### config.mk
export PLATFORM = sky130hd
export DESIGN_NAME = fixed_frame_receiver_sum_check_core
export DESIGN_NICKNAME = d
export VERILOG_FILES = /design/src/sv/ffrsc_pkg.sv /design/src/sv/ffrsc_ctrl.sv /design/src/sv/ffrsc_dp.sv /design/src/sv/fixed_frame_receiver_sum_check_core.sv
export SDC_FILE = /design/constraint.sdc
export NUM_CORES = 1
export LEC_CHECK = 0
export ABC_AREA = 1
export BUFFER_PORTS_ARGS = -buffer_cell sky130_fd_sc_hd__buf_4
export CAP_MARGIN = 20
export CORE_MARGIN = 4
export CORE_UTILIZATION = 40
export CTS_CLUSTER_DIAMETER = 30
export CTS_CLUSTER_SIZE = 24
export DETAILED_ROUTE_END_ITERATION = 6
export GPL_ROUTABILITY_DRIVEN = 0
export GPL_TIMING_DRIVEN = 0
export PLACE_DENSITY_LB_ADDON = 0.25
export SLEW_MARGIN = 25
export SYNTH_ARGS = -nofsm -noshare
export SYNTH_HDL_FRONTEND = slang
export SYNTH_HIERARCHICAL = 1
export SYNTH_SLANG_ARGS = --single-unit
### constraint.sdc
create_clock -name aclk -period 4.7 [get_ports aclk]
set_input_delay 1.41 -clock aclk [delete_from_list [all_inputs] [get_ports aclk]]
set_output_delay 1.41 -clock aclk [all_outputs]
set_load 0.02 [all_outputs]
### src/sv/ffrsc_pkg.sv
package ffrsc_pkg;

    // Input function codes (carried on s_tuser)
    localparam logic [1:0] FUNC_BYTE = 2'd0;
    localparam logic [1:0] FUNC_TICK = 2'd1;
    localparam logic [1:0] FUNC_READ = 2'd2;

    // Short one-byte commands accepted while idle
    localparam logic [7:0] SHORT_CMD_A = 8'hFE;
    localparam logic [7:0] SHORT_CMD_B = 8'hFF;

    // Timeout register reset value
    localparam logic [7:0] TIMEOUT_RESET = 8'd50;

    // Default frame length in bytes (range 2..64)
    localparam int FRAME_BYTES_DEF = 8;

    // Field widths
    localparam int FUNC_W     = 2;
    localparam int BYTE_W     = 8;
    localparam int POS_W      = 6;
    localparam int TICK_W     = 9;
    localparam int OUT_DATA_W = 16;

    // Controller states: the frame phase plus the emit run of a read
    typedef enum logic [1:0] {
        ST_IDLE,
        ST_RECV,
        ST_READY,
        ST_EMIT
    } state_t;

    // Controller to datapath commands
    typedef struct packed {
        logic start_frame;  // first byte of a frame, or a short command
        logic short_cmd;    // first byte is a short command
        logic next_byte;    // further byte of a frame in progress
        logic tick;         // timer tick while receiving
        logic rd_start;     // fetch store entry 0 for a read run
        logic emit;         // load one frame byte into the output register
        logic not_ready;    // load the not-ready result
    } cmd_t;

    // Datapath to controller status
    typedef struct packed {
        logic is_short;     // incoming byte is a short command
        logic count_last;   // incoming byte is the checksum position
        logic sum_ok;       // running sum matches incoming byte
        logic tick_expire;  // this tick passes the timeout
        logic emit_last;    // current emit byte is the final one
        logic out_free;     // output register can take a new item
    } status_t;

endpackage

### src/sv/ffrsc_ctrl.sv
module ffrsc_ctrl (
    input  logic                          aclk,
    input  logic                          aresetn,
    input  logic                          s_tvalid,
    input  logic [ffrsc_pkg::FUNC_W-1:0]  func,
    input  ffrsc_pkg::status_t            status,
    output logic                          s_tready,
    output ffrsc_pkg::cmd_t               cmd
);
    import ffrsc_pkg::*;

    state_t state_reg;
    state_t state_next;
    logic   accept;

    // Inputs are taken in any frame phase when the output side has room
    assign s_tready = (state_reg != ST_EMIT) && status.out_free;
    assign accept   = s_tvalid && s_tready;

    // State register
    always_ff @(posedge aclk) begin
        if (!aresetn) begin
            state_reg <= ST_IDLE;
        end else begin
            state_reg <= state_next;
        end
    end

    // Next state
    always_comb begin
        state_next = state_reg;
        case (state_reg)
            ST_IDLE: begin
                if (accept && func == FUNC_BYTE) begin
                    state_next = status.is_short ? ST_READY : ST_RECV;
                end
            end
            ST_RECV: begin
                if (accept && func == FUNC_BYTE && status.count_last) begin
                    state_next = status.sum_ok ? ST_READY : ST_IDLE;
                end else if (accept && func == FUNC_TICK && status.tick_expire) begin
                    state_next = ST_IDLE;
                end
            end
            ST_READY: begin
                if (accept && func == FUNC_READ) begin
                    state_next = ST_EMIT;
                end
            end
            ST_EMIT: begin
                if (status.out_free && status.emit_last) begin
                    state_next = ST_IDLE;
                end
            end
            default: state_next = ST_IDLE;
        endcase
    end

    // Command outputs
    always_comb begin
        cmd = '0;
        case (state_reg)
            ST_IDLE: begin
                cmd.start_frame = accept && func == FUNC_BYTE;
                cmd.short_cmd   = accept && func == FUNC_BYTE && status.is_short;
                cmd.not_ready   = accept && func == FUNC_READ;
            end
            ST_RECV: begin
                cmd.next_byte = accept && func == FUNC_BYTE;
                cmd.tick      = accept && func == FUNC_TICK;
                cmd.not_ready = accept && func == FUNC_READ;
            end
            ST_READY: begin
                cmd.rd_start = accept && func == FUNC_READ;
            end
            ST_EMIT: begin
                cmd.emit = status.out_free;
            end
            default: cmd = '0;
        endcase
    end

endmodule

### src/sv/ffrsc_dp.sv
module ffrsc_dp #(
    parameter int FRAME_BYTES = ffrsc_pkg::FRAME_BYTES_DEF
) (
    input  logic                              aclk,
    input  logic                              aresetn,
    input  logic                              cfg_wr_en,
    input  logic [ffrsc_pkg::BYTE_W-1:0]      cfg_wr_data,
    input  logic [ffrsc_pkg::BYTE_W-1:0]      rx_byte,
    input  ffrsc_pkg::cmd_t                   cmd,
    output ffrsc_pkg::status_t                status,
    input  logic                              m_tready,
    output logic                              m_tvalid,
    output logic                              m_frame_ready,
    output logic [ffrsc_pkg::BYTE_W-1:0]      m_frame_byte,
    output logic [ffrsc_pkg::POS_W-1:0]       m_byte_position,
    output logic                              m_last_byte
);
    import ffrsc_pkg::*;

    localparam int AW = $clog2(FRAME_BYTES);
    localparam logic [AW-1:0] LAST_IDX = AW'(FRAME_BYTES - 1);

    // Frame store: one write port, one registered read port
    logic [BYTE_W-1:0]      mem [FRAME_BYTES];
    logic [FRAME_BYTES-1:0] valid_reg;
    logic [BYTE_W-1:0]      rd_data_reg;

    logic [AW-1:0]     count_reg;
    logic [BYTE_W-1:0] sum_reg;
    logic [TICK_W-1:0] ticks_reg;
    logic [TICK_W-1:0] ticks_inc;
    logic [BYTE_W-1:0] timeout_reg;
    logic [AW-1:0]     idx_reg;

    logic              out_valid_reg;
    logic              out_ready_reg;
    logic [BYTE_W-1:0] out_byte_reg;
    logic [POS_W-1:0]  out_pos_reg;
    logic              out_last_reg;

    logic              wr_en;
    logic [AW-1:0]     wr_addr;
    logic              rd_en;
    logic [AW-1:0]     rd_addr;

    assign ticks_inc = ticks_reg + TICK_W'(1);

    // Status toward the controller
    assign status.is_short    = (rx_byte == SHORT_CMD_A) || (rx_byte == SHORT_CMD_B);
    assign status.count_last  = (count_reg == LAST_IDX);
    assign status.sum_ok      = (sum_reg == rx_byte);
    assign status.tick_expire = (ticks_inc > {1'b0, timeout_reg});
    assign status.emit_last   = (idx_reg == LAST_IDX);
    assign status.out_free    = !out_valid_reg || m_tready;

    // Store access
    assign wr_en   = cmd.start_frame || cmd.next_byte;
    assign wr_addr = cmd.start_frame ? '0 : count_reg;
    assign rd_en   = cmd.rd_start || (cmd.emit && !status.emit_last);
    assign rd_addr = cmd.rd_start ? '0 : idx_reg + AW'(1);

    always_ff @(posedge aclk) begin
        if (wr_en) begin
            mem[wr_addr] <= rx_byte;
        end
        if (rd_en) begin
            rd_data_reg <= valid_reg[rd_addr] ? mem[rd_addr] : '0;
        end
    end

    // Entries never written read as zero
    always_ff @(posedge aclk) begin
        if (!aresetn) begin
            valid_reg <= '0;
        end else if (wr_en) begin
            valid_reg[wr_addr] <= 1'b1;
        end
    end

    // Timeout register
    always_ff @(posedge aclk) begin
        if (!aresetn) begin
            timeout_reg <= TIMEOUT_RESET;
        end else if (cfg_wr_en) begin
            timeout_reg <= cfg_wr_data;
        end
    end

    // Byte count, idle ticks and read index
    always_ff @(posedge aclk) begin
        if (!aresetn) begin
            count_reg <= '0;
            ticks_reg <= '0;
            idx_reg   <= '0;
        end else begin
            if (cmd.start_frame) begin
                count_reg <= cmd.short_cmd ? '0 : AW'(1);
                ticks_reg <= '0;
            end else if (cmd.next_byte) begin
                count_reg <= status.count_last ? '0 : count_reg + AW'(1);
                ticks_reg <= '0;
            end else if (cmd.tick) begin
                if (status.tick_expire) begin
                    count_reg <= '0;
                    ticks_reg <= '0;
                end else begin
                    ticks_reg <= ticks_inc;
                end
            end
            if (cmd.rd_start) begin
                idx_reg <= '0;
            end else if (cmd.emit && !status.emit_last) begin
                idx_reg <= idx_reg + AW'(1);
            end
        end
    end

    // Running checksum over all bytes but the last
    always_ff @(posedge aclk) begin
        if (cmd.start_frame) begin
            sum_reg <= rx_byte;
        end else if (cmd.next_byte) begin
            sum_reg <= sum_reg + rx_byte;
        end
    end

    // Output register
    always_ff @(posedge aclk) begin
        if (!aresetn) begin
            out_valid_reg <= 1'b0;
        end else if (cmd.emit || cmd.not_ready) begin
            out_valid_reg <= 1'b1;
        end else if (m_tready) begin
            out_valid_reg <= 1'b0;
        end
    end

    always_ff @(posedge aclk) begin
        if (cmd.emit) begin
            out_ready_reg <= 1'b1;
            out_byte_reg  <= rd_data_reg;
            out_pos_reg   <= POS_W'(idx_reg);
            out_last_reg  <= status.emit_last;
        end else if (cmd.not_ready) begin
            out_ready_reg <= 1'b0;
            out_byte_reg  <= '0;
            out_pos_reg   <= '0;
            out_last_reg  <= 1'b1;
        end
    end

    assign m_tvalid        = out_valid_reg;
    assign m_frame_ready   = out_ready_reg;
    assign m_frame_byte    = out_byte_reg;
    assign m_byte_position = out_pos_reg;
    assign m_last_byte     = out_last_reg;

endmodule

### src/sv/fixed_frame_receiver_sum_check_core.sv
// Channel   | Ports                                  | Contents
// ----------+----------------------------------------+------------------------------------
// input     | s_tvalid s_tready s_tdata s_tuser      | tdata: rx_byte; tuser: func
// result    | m_tvalid m_tready m_tdata m_tuser      | tdata: frame_byte, byte_position;
//           | m_tlast                                | tuser: frame_ready; tlast: last_byte
// config    | cfg_wr_en cfg_wr_data                  | timeout_ticks
//
// A read of a ready frame first fetches entry 0 through the frame store's registered
// read port, then sends one byte per cycle while the result is not stalled; input is
// held off meanwhile. Reset is synchronous; store entries start as zero through
// per-entry valid bits, so there is no clearing pass. A stalled result holds the
// output register, and new items wait until it is taken.
module fixed_frame_receiver_sum_check_core #(
    parameter int FRAME_BYTES = ffrsc_pkg::FRAME_BYTES_DEF
) (
    input  logic                                aclk,
    input  logic                                aresetn,
    // configuration
    input  logic                                cfg_wr_en,
    input  logic [ffrsc_pkg::BYTE_W-1:0]        cfg_wr_data,
    // input items
    input  logic                                s_tvalid,
    output logic                                s_tready,
    input  logic [ffrsc_pkg::BYTE_W-1:0]        s_tdata,   // [7:0] rx_byte
    input  logic [ffrsc_pkg::FUNC_W-1:0]        s_tuser,   // [1:0] func
    // result items
    output logic                                m_tvalid,
    input  logic                                m_tready,
    output logic [ffrsc_pkg::OUT_DATA_W-1:0]    m_tdata,   // [7:0] frame_byte, [13:8] pos
    output logic                                m_tuser,   // [0] frame_ready
    output logic                                m_tlast
);
    import ffrsc_pkg::*;

    cmd_t              cmd;
    status_t           status;
    logic [BYTE_W-1:0] frame_byte;
    logic [POS_W-1:0]  byte_position;

    ffrsc_ctrl u_ctrl (
        .aclk     (aclk),
        .aresetn  (aresetn),
        .s_tvalid (s_tvalid),
        .func     (s_tuser),
        .status   (status),
        .s_tready (s_tready),
        .cmd      (cmd)
    );

    ffrsc_dp #(
        .FRAME_BYTES (FRAME_BYTES)
    ) u_dp (
        .aclk            (aclk),
        .aresetn         (aresetn),
        .cfg_wr_en       (cfg_wr_en),
        .cfg_wr_data     (cfg_wr_data),
        .rx_byte         (s_tdata),
        .cmd             (cmd),
        .status          (status),
        .m_tready        (m_tready),
        .m_tvalid        (m_tvalid),
        .m_frame_ready   (m_tuser),
        .m_frame_byte    (frame_byte),
        .m_byte_position (byte_position),
        .m_last_byte     (m_tlast)
    );

    // Pack result fields, zero fill to whole bytes
    assign m_tdata = {(OUT_DATA_W - BYTE_W - POS_W)'(0), byte_position, frame_byte};

endmodule

# Word level (Yosys, flattened, before mapping)

Memory sizes are Yosys's and may differ from the RTL's. A register that Yosys moved wholly into a read port is not among the register bits.
Index checks and enable logic that the tools add are counted.
Widths: inputs -> output; s select.

Register bits: 55
Memory bits (writable): 64
Output and inout port bits: 20
Memories kept: 1

Memories:

| memory   | depth | width | rd ports | clocked after memory_dff | wr ports | RTL line       | RTL |
|---|---|---|---|---|---|---|---|
| u_dp.mem | 8     | 8     | 1        | 1                        | 1        | ffrsc_dp.sv:24 | `logic [BYTE_W-1:0] mem [FRAME_BYTES];` |

Add/sub/neg operators: 4
$lt $le $gt $ge: 4
Eq/ne operators: 15
Mux-type cells: 38
Bitwise operators: 2
Reductions and logical operators: 31

Operators with widths:

| operator            | count |
|---|---|
| $mux 8              | 4 |
| $mux 3              | 9 |
| $mux 2              | 9 |
| $eq 8x8->1 const B  | 2 |
| $mux 1              | 12 |
| $logic_and 1x1->1   | 11 |
| $add 9x1->9 const B | 1 |
| $gt 9x8->1          | 1 |
| $mux 9              | 1 |
| $add 8x8->8         | 1 |
| $eq 8x8->1          | 1 |
| $lt 3x4->1 const B  | 2 |
| $or 8x8->8          | 1 |
| $pmux 2 s4          | 1 |
| $add 3x1->3 const B | 2 |
| $eq 2x2->1 const B  | 3 |
| $eq 3x3->1 const B  | 2 |
| $ne 2x1->1 const B  | 3 |
| $reduce_bool 2->1   | 3 |
| $reduce_bool 3->1   | 2 |
| $logic_or 1x1->1    | 5 |
| $eq 2x1->1 const B  | 2 |
| $logic_not 2->1     | 2 |
| $reduce_and 4->1    | 1 |
| 10 further kinds    | 13 |

# Depth between registers and ports, before layout

Depth in word-level cells: 13
Mapped depth: 19
Mapped depth without buffers: 19

# Cells and area by module

The synthesis kept the hierarchy.

By module, submodules not included:

| module                              | instances | cells an instance | area each (µm²) |
|---|---|---|---|
| ffrsc_dp                            | 1         | 531               | 5,570.3 |
| ffrsc_ctrl                          | 1         | 52                | 297.8 |
| fixed_frame_receiver_sum_check_core | 1         | 3                 | 18.8 |

# Worst setup path before layout

Ideal clock, no wire load.

Kind: in2out
Start: input port m_tready
End: output port s_tready
Arrival: 1.971 ns
Required time: 3.290 ns
Slack: 1.319 ns
Cell stages on the path: 4
Cells stage by stage: inv_1 > nand2_1 > inv_1 > nor2_1

RTL lines:

| element         | RTL line                                  | RTL |
|---|---|---|
| start, declared | fixed_frame_receiver_sum_check_core.sv:28 | `input logic m_tready,` |
| end, declared   | fixed_frame_receiver_sum_check_core.sv:23 | `output logic s_tready,` |

==> metrics.txt <==
Final ANT Viol Nets=0; Top-Level Pins=43; final instance area=7014 um2; DR pass1 iterations=5; Worst Max-Slew Pin Slew=0.9775 ns; share of layout cells above drive strength 1=0.1717; LEAKAGE=2.882 nW; Syn Inst Count=586; number of buffers created by CTS=17; # port buffers=37; Final Max Slew Viols=0; first-pass GRT wire length=20.27 mm; GRT Total Usage=0.1591; Crit Path Max Fanout=5; Max clock buf depth=2; Worst Skew=0.006229 ns; Post-Place Cell Area=6411 um2; commonest non-fill, non-tap cell in the layout=nand2_1; final hold vios=0; fill count=1364; hold path startpoint=u_dp/ticks_reg[8]$_SDFFE_PP0P_; Final Util=0.4844; syn_area_per_cell=10.05 um2; PostCTS Resize Cnt=0; FMAX=289.1 MHz; Yosys reg bits=127; Post-synth ARST share=0; vias in the first global route=4056; max FFs per register=64; WL/cell=15.04 um; Hold-fix buffers, CTS=0; postcts setup bufs=0; clock-pin slew on the worst setup and hold paths=0.05 ns; clock latency on the worst-skew pair=0.41 ns; largest area contributor in the netlist=edfxtp_1; Hold Crit Class=flip-flop to flip-flop; worst flop-to-flop path startpoint=u_dp/ticks_reg[0]$_SDFFE_PP0P_; clk sinks=127; sequential area share after synthesis=0.5883; Die Span X=129.3 um; total power=2.965 mW; Non-Filler Instances=842; Critical Path AT=2.05 ns; synthesis warning total=6; Synth cell types=41; CTS H-Tree Depth=4; Final nets=689; area growth from synthesis to layout=19.15%; top-area cell type share of the netlist area=0.4693; Max rail drop VDD=0.0002015 V; GRT Residual Overflow=0; final setup TNS=0 ns; initial DRC count=262; Slew HR=0.3459; initial antenna violation count=0; commonest cells after routing, fill and taps aside=nand2_1, edfxtp_1, inv_1, nor2_1, buf_4; CP required=3.29 ns; Max Cap Violations=0; r2r worst-path depth=19; hold path cells=2; status=finished, final reports clean; Initial Utilization=0.4066; Critical Path End Type=output pin; Vias/cell=5.059; Row Count=44; crit path kind=input port to output pin; RSZ-0062 raised after global routing=no; worst slack, placed=1.065 ns; number of diodes=0; Placed Cells=810; Final period util=0.7359; Most used DFF post-synth=edfxtp_1; final wirelength=12.66 mm; DIE HEIGHT=129.3 um; Crit. Startpoint=m_tready; type of origin of the critical path=input port; clk root buf=clkbuf_16; post-layout minimum cycle time=3.459 ns; slack of the critical path=1.241 ns; Post-synth EDFFs=92; hold_ws=0.4582 ns; core box area=14480 um2; Die Footprint=16720 um2; total number of vias=4260; synth top area cells=edfxtp_1, dfxtp_1, nand2_1; pwr dens=422.8 nW/um2; Synth Cell Area=5887 um2; Final HPWL DP=8.825 mm; largest net degree at the start of global routing=17; Final Setup Violations=0; CTS tree=done; number of remaining DRC errors=0
-- worst max-delay path: stages --
cell and delay, ns:
buf_4 0.08, inv_1 0.03, nand2_1 0.19, inv_1 0.09, nor2_1 0.11, buf_4 0.14
-- worst paths after layout --
check	to	slack [ns]
min	u_dp/ticks_reg[8]$_SDFFE_PP0P_	0.46
max reg2reg	u_ctrl/state_reg[0]$_SDFFE_PN0P_	2.26
max	s_tready	1.24
min reg2reg	u_dp/ticks_reg[8]$_SDFFE_PP0P_	0.46
-- synth_stat cells (2+ instances only) --
library cell and instances:
buf_6 2, xnor2_1 2, nand3_1 32, clkbuf_1 5, buf_2 4, a21oi_1 34
and3_1 8, conb_1 2, o21ai_0 19, edfxtp_1 92, o221ai_1 18, nor2_4 2
a31oi_1 3, buf_4 8, inv_1 65, dfxtp_1 35, nor2_1 56, nor3_2 8
nand2_2 6, nand4_1 6, inv_2 4, or2_2 2, xor2_1 7, clkinv_1 3
nand2_1 118, nor2_2 8, nor3_1 4, ha_1 20
-- per-layer routing --
metal,wire length [um],GRT usage,up-vias,part of all wire
met5,0,0,-,0
met4,296,0.06794,0,0.023
met3,680,0.03998,21,0.054
met2,6211,0.2634,101,0.49
met1,5473,0.1986,2027,0.43
li1,-,-,2111,-
-- power breakdown --
part | internal [mW] | switching, mW | total, mW
combinational | 0.123 | 0.236 | 0.359
sequential | 1.26 | 0.0206 | 1.28
clock | 0.887 | 0.443 | 1.33
-- area by class of cell --
cell class | count | area, um2 | area share
plain buffers | 20 | 125.1 | 0.01784
clock buffers | 26 | 499.2 | 0.07117
clock inverters | 6 | 103.9 | 0.01481
inverters | 72 | 270.3 | 0.03853
multi-input cells | 370 | 2044 | 0.2915
flip-flops and latches | 127 | 3463 | 0.4938
well taps | 184 | 230.2 | 0.03282
repair buffers | 37 | 277.8 | 0.03960
-- cells by family (layout without fill, tap and decap cells) --
family | Yosys count | after routing | synth area share
adder cells (fa/ha/maj) | 21 | 21 | 0.04591
buffers and inverters | 92 | 161 | 0.06716
flip-flops | 127 | 127 | 0.5883
AND/OR/NAND/NOR | 255 | 255 | 0.1998
XOR/XNOR | 9 | 9 | 0.01339
AO/OA/AOI/OAI | 80 | 80 | 0.08417
other | 2 | 5 | 0.001276
Note: power is estimated with default switching activity, not from simulation.
